===== config.mk =====
export PLATFORM = sky130hd
export DESIGN_NAME = interlocked_valve_controller_top
export DESIGN_NICKNAME = d
export VERILOG_FILES = /design/src/sv/ivc_pkg.sv /design/src/sv/ivc_step.sv /design/src/sv/interlocked_valve_controller_top.sv
export SDC_FILE = /design/constraint.sdc
export NUM_CORES = 1
export LEC_CHECK = 0
export ABC_AREA = 0
export BUFFER_PORTS_ARGS = -buffer_cell sky130_fd_sc_hd__clkbuf_2
export CORE_MARGIN = 10
export CORE_UTILIZATION = 45
export CTS_CLUSTER_SIZE = 20
export DETAILED_ROUTE_END_ITERATION = 7
export SYNTH_ARGS = -nofsm -noshare
export SYNTH_HDL_FRONTEND = slang
export SYNTH_SLANG_ARGS = --single-unit

===== constraint.sdc =====
create_clock -name clk -period 11.3 [get_ports clk]
set_input_delay 1.695 -clock clk [delete_from_list [all_inputs] [get_ports clk]]
set_output_delay 1.695 -clock clk [all_outputs]
set_load 0.03 [all_outputs]

===== src/sv/ivc_pkg.sv =====
// ----------------------------------------------------------------------------
// ivc_pkg: shared types and codes for the interlocked valve controller
// transaction payloads, command and state codes, register indexes
// ----------------------------------------------------------------------------
package ivc_pkg;

  localparam int TIME_WIDTH_DEF = 32;

  localparam logic [2:0] ST_IDLE    = 3'd0;
  localparam logic [2:0] ST_WAIT    = 3'd1;
  localparam logic [2:0] ST_OPENING = 3'd2;
  localparam logic [2:0] ST_CLOSING = 3'd3;
  localparam logic [2:0] ST_INVALID = 3'd4;

  localparam logic [1:0] CMD_NONE  = 2'd0;
  localparam logic [1:0] CMD_OPEN  = 2'd1;
  localparam logic [1:0] CMD_CLOSE = 2'd2;
  localparam logic [1:0] CMD_RESET = 2'd3;

  localparam logic CFG_DOUBLE_THROW = 1'b0;
  localparam logic CFG_TIMEOUT      = 1'b1;

  localparam logic [31:0] TIMEOUT_RST = 32'd5000000;

  typedef struct packed {
    logic [1:0]  command;
    logic [31:0] now_us;
    logic        closed_sensor;
    logic        opened_sensor;
    logic        close_permit;
    logic        open_permit;
  } ivc_in_t;

  typedef struct packed {
    logic [2:0] valve_state;
    logic       close_drive;
    logic       open_drive;
    logic       accepted;
    logic       rejected;
    logic       ready_res;
  } ivc_out_t;

  typedef struct packed {
    logic [2:0] ctrl_state;
    logic [1:0] queued_command;
    logic       close_out;
    logic       open_out;
  } ivc_ctrl_t;

endpackage


===== src/sv/ivc_step.sv =====
// ----------------------------------------------------------------------------
// ivc_step: next-state and result logic for one update transaction
// state decision, one-entry command queue, timeout and sensor checks
// ----------------------------------------------------------------------------
module ivc_step #(
  parameter int TIME_WIDTH = ivc_pkg::TIME_WIDTH_DEF
) (
  input  logic                  double_throw,
  input  logic [31:0]           timeout_us,
  input  ivc_pkg::ivc_in_t      item,
  input  ivc_pkg::ivc_ctrl_t    cur,
  input  logic [TIME_WIDTH-1:0] motion_start,
  input  logic [TIME_WIDTH-1:0] wait_start,
  output ivc_pkg::ivc_ctrl_t    nxt,
  output logic [TIME_WIDTH-1:0] motion_start_nxt,
  output logic [TIME_WIDTH-1:0] wait_start_nxt,
  output ivc_pkg::ivc_out_t     res
);
  import ivc_pkg::*;

  localparam int CW = (TIME_WIDTH > 32) ? TIME_WIDTH : 32;

  logic [CW-1:0]         now_w;
  logic [TIME_WIDTH-1:0] now_t;
  logic [TIME_WIDTH-1:0] wait_el;
  logic [TIME_WIDTH-1:0] motion_el;
  logic                  wait_to;
  logic                  motion_to;
  logic                  is_closed;
  logic                  is_opened;
  logic                  do_iss;
  logic [1:0]            iss_cmd;
  logic [1:0]            cmd;
  logic                  acc;
  logic                  rej;
  ivc_ctrl_t             st;

  assign now_w     = CW'(item.now_us);
  assign now_t     = now_w[TIME_WIDTH-1:0];
  assign wait_el   = now_t - wait_start;
  assign motion_el = now_t - motion_start;
  assign wait_to   = CW'(wait_el) > CW'(timeout_us);
  assign motion_to = CW'(motion_el) > CW'(timeout_us);

  always_comb begin
    if (double_throw) begin
      is_closed = item.closed_sensor && !item.opened_sensor;
      is_opened = item.opened_sensor && !item.closed_sensor;
    end else begin
      // single-throw: closed only once the close drive is on and the sensor made
      is_closed = item.closed_sensor && cur.close_out;
      is_opened = !item.closed_sensor;
    end
  end

  always_comb begin
    st               = cur;
    motion_start_nxt = motion_start;
    wait_start_nxt   = wait_start;
    cmd              = item.command;
    acc              = 1'b0;
    rej              = 1'b0;
    do_iss           = 1'b0;
    iss_cmd          = CMD_NONE;

    unique case (cur.ctrl_state)
      ST_IDLE: begin
        if (cmd == CMD_OPEN || cmd == CMD_CLOSE) begin
          do_iss  = 1'b1;
          iss_cmd = cmd;
          acc     = 1'b1;
          cmd     = CMD_NONE;
        end
      end
      ST_WAIT: begin
        if (cur.queued_command == CMD_CLOSE) begin
          if (item.close_permit) begin
            do_iss  = 1'b1;
            iss_cmd = CMD_CLOSE;
          end else if (wait_to) begin
            st.ctrl_state = ST_INVALID;
          end
        end else if (cur.queued_command == CMD_OPEN) begin
          if (item.open_permit) begin
            do_iss  = 1'b1;
            iss_cmd = CMD_OPEN;
          end else if (wait_to) begin
            st.ctrl_state = ST_INVALID;
          end
        end else begin
          st.ctrl_state = ST_IDLE;
        end
      end
      ST_OPENING, ST_CLOSING: begin
        if ((cur.ctrl_state == ST_OPENING) ? is_opened : is_closed) begin
          st.ctrl_state = ST_IDLE;
          // queued command issues on the way back to idle
          if (cur.queued_command == CMD_OPEN || cur.queued_command == CMD_CLOSE) begin
            do_iss  = 1'b1;
            iss_cmd = cur.queued_command;
          end
        end else if (motion_to) begin
          st.ctrl_state = ST_INVALID;
        end
      end
      default: begin
        st.ctrl_state = ST_INVALID;
        if (cmd == CMD_RESET) begin
          st.close_out      = 1'b0;
          st.open_out       = 1'b0;
          st.queued_command = CMD_NONE;
          st.ctrl_state     = ST_IDLE;
        end
      end
    endcase

    if (do_iss) begin
      if (iss_cmd == CMD_CLOSE) begin
        if (item.close_permit) begin
          if (double_throw) st.open_out = 1'b0;
          st.close_out      = 1'b1;
          motion_start_nxt  = now_t;
          st.ctrl_state     = ST_CLOSING;
          st.queued_command = CMD_NONE;
        end else begin
          wait_start_nxt    = now_t;
          st.ctrl_state     = ST_WAIT;
          st.queued_command = CMD_CLOSE;
        end
      end else begin
        if (item.open_permit) begin
          st.close_out = 1'b0;
          if (double_throw) st.open_out = 1'b1;
          motion_start_nxt  = now_t;
          st.ctrl_state     = ST_OPENING;
          st.queued_command = CMD_NONE;
        end else begin
          wait_start_nxt    = now_t;
          st.ctrl_state     = ST_WAIT;
          st.queued_command = CMD_OPEN;
        end
      end
    end

    // a command that could not be taken goes to the queue once
    if (cmd == CMD_OPEN || cmd == CMD_CLOSE) begin
      if (st.queued_command == CMD_NONE) st.queued_command = cmd;
      else rej = 1'b1;
    end

    // both sensors made on a double-throw valve
    if (double_throw && item.closed_sensor && item.opened_sensor) begin
      st.ctrl_state = ST_INVALID;
    end
  end

  assign nxt             = st;
  assign res.valve_state = st.ctrl_state;
  assign res.close_drive = st.close_out;
  assign res.open_drive  = st.open_out & double_throw;
  assign res.accepted    = acc;
  assign res.rejected    = rej;
  assign res.ready_res   = (st.ctrl_state == ST_IDLE);

endmodule


===== src/sv/interlocked_valve_controller_top.sv =====
// ----------------------------------------------------------------------------
// interlocked_valve_controller_top: valve drive sequencer with interlocks
// one update transaction in, one status transaction out
// ----------------------------------------------------------------------------
// usage
//   in_*  : update transactions (command, timestamp, sensors, permits)
//   out_* : one status transaction per update (state, drives, accept and
//           reject flags, ready flag)
//   cfg_* : register writes, index 0 double_throw, index 1 timeout_us;
//           cfg_ready is always high, write only while the block is idle
// path: an accepted update lands in the input register; once the output
//   register is free or being drained, the state decision runs on it and
//   loads the output register, which then offers the status transaction
// throughput: one update per cycle while out_ready keeps up; the rate is
//   set by the single state register loop (two timestamp subtract-compares)
// reset: rst_n low clears valid flags, state goes idle, queue empty, drives
//   off, start times zero, registers back to double-throw and 5000000 us
// stall: with out_ready low the output register holds its transaction, the
//   input register still takes one more update, then in_ready drops
// ----------------------------------------------------------------------------
module interlocked_valve_controller_top #(
  parameter int TIME_WIDTH = ivc_pkg::TIME_WIDTH_DEF
) (
  input  logic              clk,
  input  logic              rst_n,
  input  logic              in_valid,
  output logic              in_ready,
  input  ivc_pkg::ivc_in_t  in_data,
  output logic              out_valid,
  input  logic              out_ready,
  output ivc_pkg::ivc_out_t out_data,
  input  logic              cfg_valid,
  output logic              cfg_ready,
  input  logic              cfg_index,
  input  logic [31:0]       cfg_data
);
  import ivc_pkg::*;

  // configuration registers
  logic        double_throw_r;
  logic [31:0] timeout_r;

  // input register
  ivc_in_t in_item_r;
  logic    in_v_r;

  // controller state
  ivc_ctrl_t             ctrl_r;
  ivc_ctrl_t             ctrl_nxt;
  logic [TIME_WIDTH-1:0] motion_start_r;
  logic [TIME_WIDTH-1:0] motion_start_nxt;
  logic [TIME_WIDTH-1:0] wait_start_r;
  logic [TIME_WIDTH-1:0] wait_start_nxt;

  // output register
  ivc_out_t out_r;
  ivc_out_t out_nxt;
  logic     out_v_r;

  logic advance;

  // state moves only when the held update can drop its result
  assign advance   = in_v_r && (!out_v_r || out_ready);
  assign in_ready  = !in_v_r || advance;
  assign cfg_ready = 1'b1;
  assign out_valid = out_v_r;
  assign out_data  = out_r;

  always_ff @(posedge clk) begin
    if (!rst_n) begin
      double_throw_r <= 1'b1;
      timeout_r      <= TIMEOUT_RST;
    end else if (cfg_valid) begin
      unique case (cfg_index)
        CFG_DOUBLE_THROW: double_throw_r <= cfg_data[0];
        CFG_TIMEOUT:      timeout_r      <= cfg_data;
        default:          ;
      endcase
    end
  end

  // input register, payload without reset
  always_ff @(posedge clk) begin
    if (!rst_n) begin
      in_v_r <= 1'b0;
    end else if (in_ready) begin
      in_v_r <= in_valid;
    end
  end

  always_ff @(posedge clk) begin
    if (in_valid && in_ready) begin
      in_item_r <= in_data;
    end
  end

  ivc_step #(
    .TIME_WIDTH(TIME_WIDTH)
  ) u_step (
    .double_throw    (double_throw_r),
    .timeout_us      (timeout_r),
    .item            (in_item_r),
    .cur             (ctrl_r),
    .motion_start    (motion_start_r),
    .wait_start      (wait_start_r),
    .nxt             (ctrl_nxt),
    .motion_start_nxt(motion_start_nxt),
    .wait_start_nxt  (wait_start_nxt),
    .res             (out_nxt)
  );

  always_ff @(posedge clk) begin
    if (!rst_n) begin
      ctrl_r         <= '{ctrl_state: ST_IDLE, queued_command: CMD_NONE,
                          close_out: 1'b0, open_out: 1'b0};
      motion_start_r <= '0;
      wait_start_r   <= '0;
    end else if (advance) begin
      ctrl_r         <= ctrl_nxt;
      motion_start_r <= motion_start_nxt;
      wait_start_r   <= wait_start_nxt;
    end
  end

  // output register
  always_ff @(posedge clk) begin
    if (!rst_n) begin
      out_v_r <= 1'b0;
    end else if (advance) begin
      out_v_r <= 1'b1;
    end else if (out_ready) begin
      out_v_r <= 1'b0;
    end
  end

  always_ff @(posedge clk) begin
    if (advance) begin
      out_r <= out_nxt;
    end
  end

  // an idle pass consumes the command, so it is never also rejected
  a_acc_rej_excl: assert property (@(posedge clk) disable iff (!rst_n)
    out_v_r |-> !(out_r.accepted && out_r.rejected))
    else $error("accepted and rejected both set");

  // only the idle state accepts a command
  a_acc_from_idle: assert property (@(posedge clk) disable iff (!rst_n)
    advance && (ctrl_r.ctrl_state != ST_IDLE) |=> !out_r.accepted)
    else $error("accepted outside idle");

  // a held update waits in the input register until it is processed
  a_in_hold: assert property (@(posedge clk) disable iff (!rst_n)
    in_v_r && !advance |=> in_v_r && $stable(in_item_r))
    else $error("held update lost");

  // the queue never holds a reset command
  a_queue_code: assert property (@(posedge clk) disable iff (!rst_n)
    ctrl_r.queued_command != CMD_RESET)
    else $error("reset command queued");

endmodule


Word-level counts from Yosys, hierarchy flattened
Cells that the tools add are included.
Widths: inputs -> output; s select.
Word-level totals
  logic and storage cells: 120
  register bits: 152
  input bits: 76
  output and inout port bits: 11
Operators by class
  reduce and logical (&&, ||, !) cells: 27
  add/subtract/negate cells: 2
  bitwise gates (word level): 2
  eq/ne operators: 14
  magnitude comparators: 2
  multiplexer cells: 51
Operators with widths (number)
  $mux 32: 6
  $gt 32x32->1: 2
  $sub 32x32->32: 2
  $mux 2: 12
  $mux 3: 8
  $mux 7: 3
  $mux 1: 16
  $mux 4: 3
  $eq 2x2->1 const B: 5
  $pmux 3 s3: 1
  $reduce_and 4->1: 2
  $logic_and 1x1->1: 7
  $eq 2x1->1 const B: 3
  $eq 3x2->1 const B: 2
  $logic_not 3->1: 2
  $pmux 2 s3: 1
  $logic_or 1x1->1: 5
  $logic_not 1->1: 4
  $ne 2x2->1 const B: 2
  $reduce_and 2->1: 2
  $reduce_bool 2->1: 2
  $reduce_or 4->1: 1
  $eq 3x1->1 const B: 1
  $pmux 1 s3: 1
  other kinds (5): 5

Longest topological paths before layout
  depth after elaboration: 12
  mapped depth: 24

By module
Synthesis repeated with hierarchy kept, for this count alone.
Second synthesis, totals
  cell total of the unflattened synthesis: 1366
  area, all modules: 11683.7 µm²
By module, submodules not included
  ivc_step: area each 6082.1 µm², sequential area each 0.0 µm², times used 1, cells each 856
  interlocked_valve_controller_top: area each 5601.6 µm², sequential area each 3503.4 µm², times used 1, cells each 510

Worst setup path after synthesis
No wires, ideal clock.
  path kind: register -> register
  start: register in_item_r[4] in the netlist's numbering
  end: register out_r, in the netlist out_data[0], data pin
  arrival time: 4.813 ns
  cell stages (with the launch flop): 25
  buffers on the path: 0
  setup slack: 6.317 ns
  period minus slack after synthesis: 4.983 ns
  setup time: 0.170 ns
  cells stage by stage: edfxtp_1 -> inv_1 -> ha_1 -> inv_1 -> fa_1 -> a211oi_1 -> o21bai_1 -> a221oi_2 -> o21ai_1 -> a31o_2 -> o21ai_0 -> o21bai_1 -> a21oi_1 -> xnor2_1 -> ha_1 -> a21o_1 -> a21o_1 -> a221o_1 -> a2111oi_2 -> o31ai_1 -> nor3_2 -> nor2_2 -> a221oi_4 -> inv_2 -> nor4_2
RTL lines
  start: declaration: line interlocked_valve_controller_top.sv:44  | ivc_in_t in_item_r;
  start signal: assignment: line interlocked_valve_controller_top.sv:93  | in_item_r <= in_data;
  end signal: assignment: line interlocked_valve_controller_top.sv:138  | out_r <= out_nxt;
  end: declaration: line interlocked_valve_controller_top.sv:56  | ivc_out_t out_r;

==> flow_metrics.tcl <==
set metrics [dict create \
    clockBufferDepth 2 \
    boundaryPins 87 \
    dieHeight_um 172 \
    worstPathArrival_ps 5980 \
    place_congestion 0.884 \
    yosysSeqAreaShare 0.335 \
    cts_root_buffer "clkbuf_16" \
    dpl.hpwl_mm 19.1 \
    yosysWarnings 0 \
    num-nets-final 1500 \
    cts_made_buffers 17 \
    synth_top_family_by_area "compound AO/OA/AOI/OAI gates" \
    ant_nets 0 \
    wl_mm 26.1 \
    ys_ff_latch 152 \
    clkLatencyLatePin_ps 440 \
    cpLargestDelayFamily "compound AO/OA/AOI/OAI gates" \
    fin_setup_tns_ps 0 \
    crit_path_top_delay_cell "a311oi_2" \
    cts_max_level 4 \
    final.setup_skew_ps 13.5 \
    hold_buffers 0 \
    fmax_ghz 0.175 \
    die_area_mm2 0.0297 \
    cp_max_fo 4 \
    setup_viol 0 \
    drt_iter0_drc 452 \
    die_x_um 172 \
    endpoint_kind "flop" \
    synthXorXnorAreaFrac 0.0453 \
    path_clk_slew_ps 70 \
    syn_to_final_growth_pct 11.8 \
    grt_pass1_vias 8450 \
    ys_types 77 \
    synth_fa_ha_area_frac 0.162 \
    worst_slew_margin_rel 0.294 \
    synth_edf_count 46 \
    max_slew.worst_pin.slew_ps 1060 \
    synthCells 1224 \
    dpl.cell_count 1556 \
    cap_violations 0 \
    rows 55 \
    ys.flop_type "dfxtp_1" \
    cts_setup_buffers 0 \
    status "finished, final reports clean" \
    antenna_found_initial 0 \
    path_cells "inv_1, ha_1, inv_1, fa_1, a211oi_1, o21bai_1, a21o_1, a21oi_1, o31ai_1, a311oi_2, o21ai_1, a221oi_1, xnor2_1, ha_1, nand4_1, nor4_1, nand3_1, o21ai_0, o21ai_0, a221oi_4, inv_2, nor4_2" \
    global_route.overflow_total 0 \
    yosys.area_share.simple 0.164 \
    synth_area_per_cell_um2 8.53 \
    fin_crit_sh 0.505 \
    synth_nets 1434 \
    remaining_drc_errors 0 \
    rsz0062_at_grt "false" \
    clock-sinks 152 \
    wl_per_cell_um 16.5 \
    syn_area_mm2 0.0104 \
    grt_use_total 0.181 \
    peakVddDrop_mv 0.0736 \
    start_kind "flop" \
    crit_buf_inv 3 \
    cpPeakStageDelay_ps 540 \
    fillers 2195 \
    powerDensity_mw_per_mm2 132 \
    fin_cells 1588 \
    period_needed_ps 5710 \
    hold_path_class "reg2reg" \
    crit_type "reg2reg" \
    via_per_inst 5.40 \
    synthMuxAreaShare 0.00383 \
    n_antenna_cell 0 \
    synth_compound_area_frac 0.232 \
    slew_viol_final 0 \
    grt_pass1_wl_mm 43.0 \
    vias 8573 \
    hold_violations 0 \
    tritoncts "done" \
    grt_max_degree 109 \
    io_buffers 85 \
    drive_gt1_frac 0.112 \
    required_ps 11570 \
    start_util 0.460 \
    core_area_mm2 0.0227 \
    async_flop_share 0 \
    ctsResizeCount 0 \
    p_leak_nw 4.69 \
    firstDrtPassIters 5 \
]
[cells in the mapped netlist (all sizes together) (21+ instances only)]
cell type  count  area (µm²)
a21boi        93         698
a21o          37         278
a21oi         66         330
clkbuf        29         109
dfxtp        106        2120
edfxtp        46        1380
ha           132        1650
inv          115         432
nand2        223         837
nand3         21         105
nor2          48         183
o21ai         41         205
xnor2         42         368
[through the flow]
step / util / worst slack [ps] / power [W] / instance area (µm²) / hold WS [ps]
after global routing: 0.514 / 4960 / 0.00163 / 11700 / 471
after CTS: 0.514 / 5600 / 0.00155 / 11700 / 455
after global placement: 0.489 / 5790 / 0.000966 / 11100 / 441
after floorplan: - / 6320 / 0.000879 / 10400 / 435
final: 0.514 / 5590 / 0.00154 / 11700 / 454
after detailed placement: 0.489 / 5680 / 0.000970 / 11100 / 446
[path summary, 6_finish.rpt]
kind	startpoint	end	slack, ps	cells after the start
hold reg to reg	motion_start_r[3]	motion_start_r[3]	450	2
setup / recovery	in_item_r[4]	out_data[0]	5590	22
setup reg to reg	in_item_r[4]	out_data[0]	5590	22
hold / removal	motion_start_r[3]	motion_start_r[3]	450	2
[worst register-to-register path, cell delays in order (launching register included)]
cell,delay (ps)
edfxtp_1,400
inv_1,100
ha_1,170
inv_1,50
fa_1,430
a211oi_1,270
o21bai_1,120
a21o_1,240
a21oi_1,350
o31ai_1,200
a311oi_2,540
o21ai_1,180
a221oi_1,310
xnor2_1,120
ha_1,310
nand4_1,160
nor4_1,480
nand3_1,160
o21ai_0,100
o21ai_0,210
a221oi_4,330
inv_2,60
nor4_2,250
[where the power goes]
group	leakage [nW]	internal [W]	total [W]	switching, W
clock network	0.281	0.000312	0.000578	0.000265
logic	3.10	0.000154	0.000351	0.000197
registers	1.31	0.000588	0.000608	0.0000204
[layout by cell type (no fill, tap or decap), types with 36 or more instances in the layout]
| master | n |
|---|---|
| nand2_1 | 223 |
| o21ai_0 | 37 |
| clkbuf_2 | 85 |
| a21boi_1 | 36 |
| a21oi_1 | 66 |
| a21o_1 | 37 |
| a21boi_0 | 57 |
| nor2_1 | 46 |
| ha_1 | 132 |
| inv_1 | 114 |
| edfxtp_1 | 46 |
| xnor2_1 | 42 |
| dfxtp_1 | 106 |
[layer usage]
metal | routed length [µm] | part of all wire | up-vias | track usage
met2 | 12100 | 0.46 | 156 | 0.300
met1 | 12500 | 0.48 | 3972 | 0.234
met3 | 1080 | 0.041 | 34 | 0.0358
met5 | 0 | 0 | - | 0
met4 | 384 | 0.015 | 0 | 0.0495
li1 | - | - | 4411 | -
[cell families after synthesis]
logic type	after synthesis
DFF	152
xor gates and xnor gates	54
and+or+nand+nor	379
other	1
AOI/OAI and AO/OA	344
adders and majority gates	134
muxes	4
buffers and inverters	156
[area by class of cell]
type | count | area, µm² | share of cell area
multi-input combinational | 916 | 6360 | 0.545
clock buffer | 17 | 425 | 0.0364
sequential | 152 | 3500 | 0.300
timing repair buffer | 88 | 448 | 0.0384
tap | 285 | 357 | 0.0305
clock inverter | 15 | 155 | 0.0133
inverter | 115 | 432 | 0.0370
[flip-flops by register name, summed over array words and instances (netlist names)]
signal	count
wait_start_r	32
in_v_r	1
motion_start_r	32
in_item_r	38
double_throw_r	1
out_data	8
out_valid	1
ctrl_r	7
timeout_r	32
Note: power is estimated with default switching activity, not from simulation.
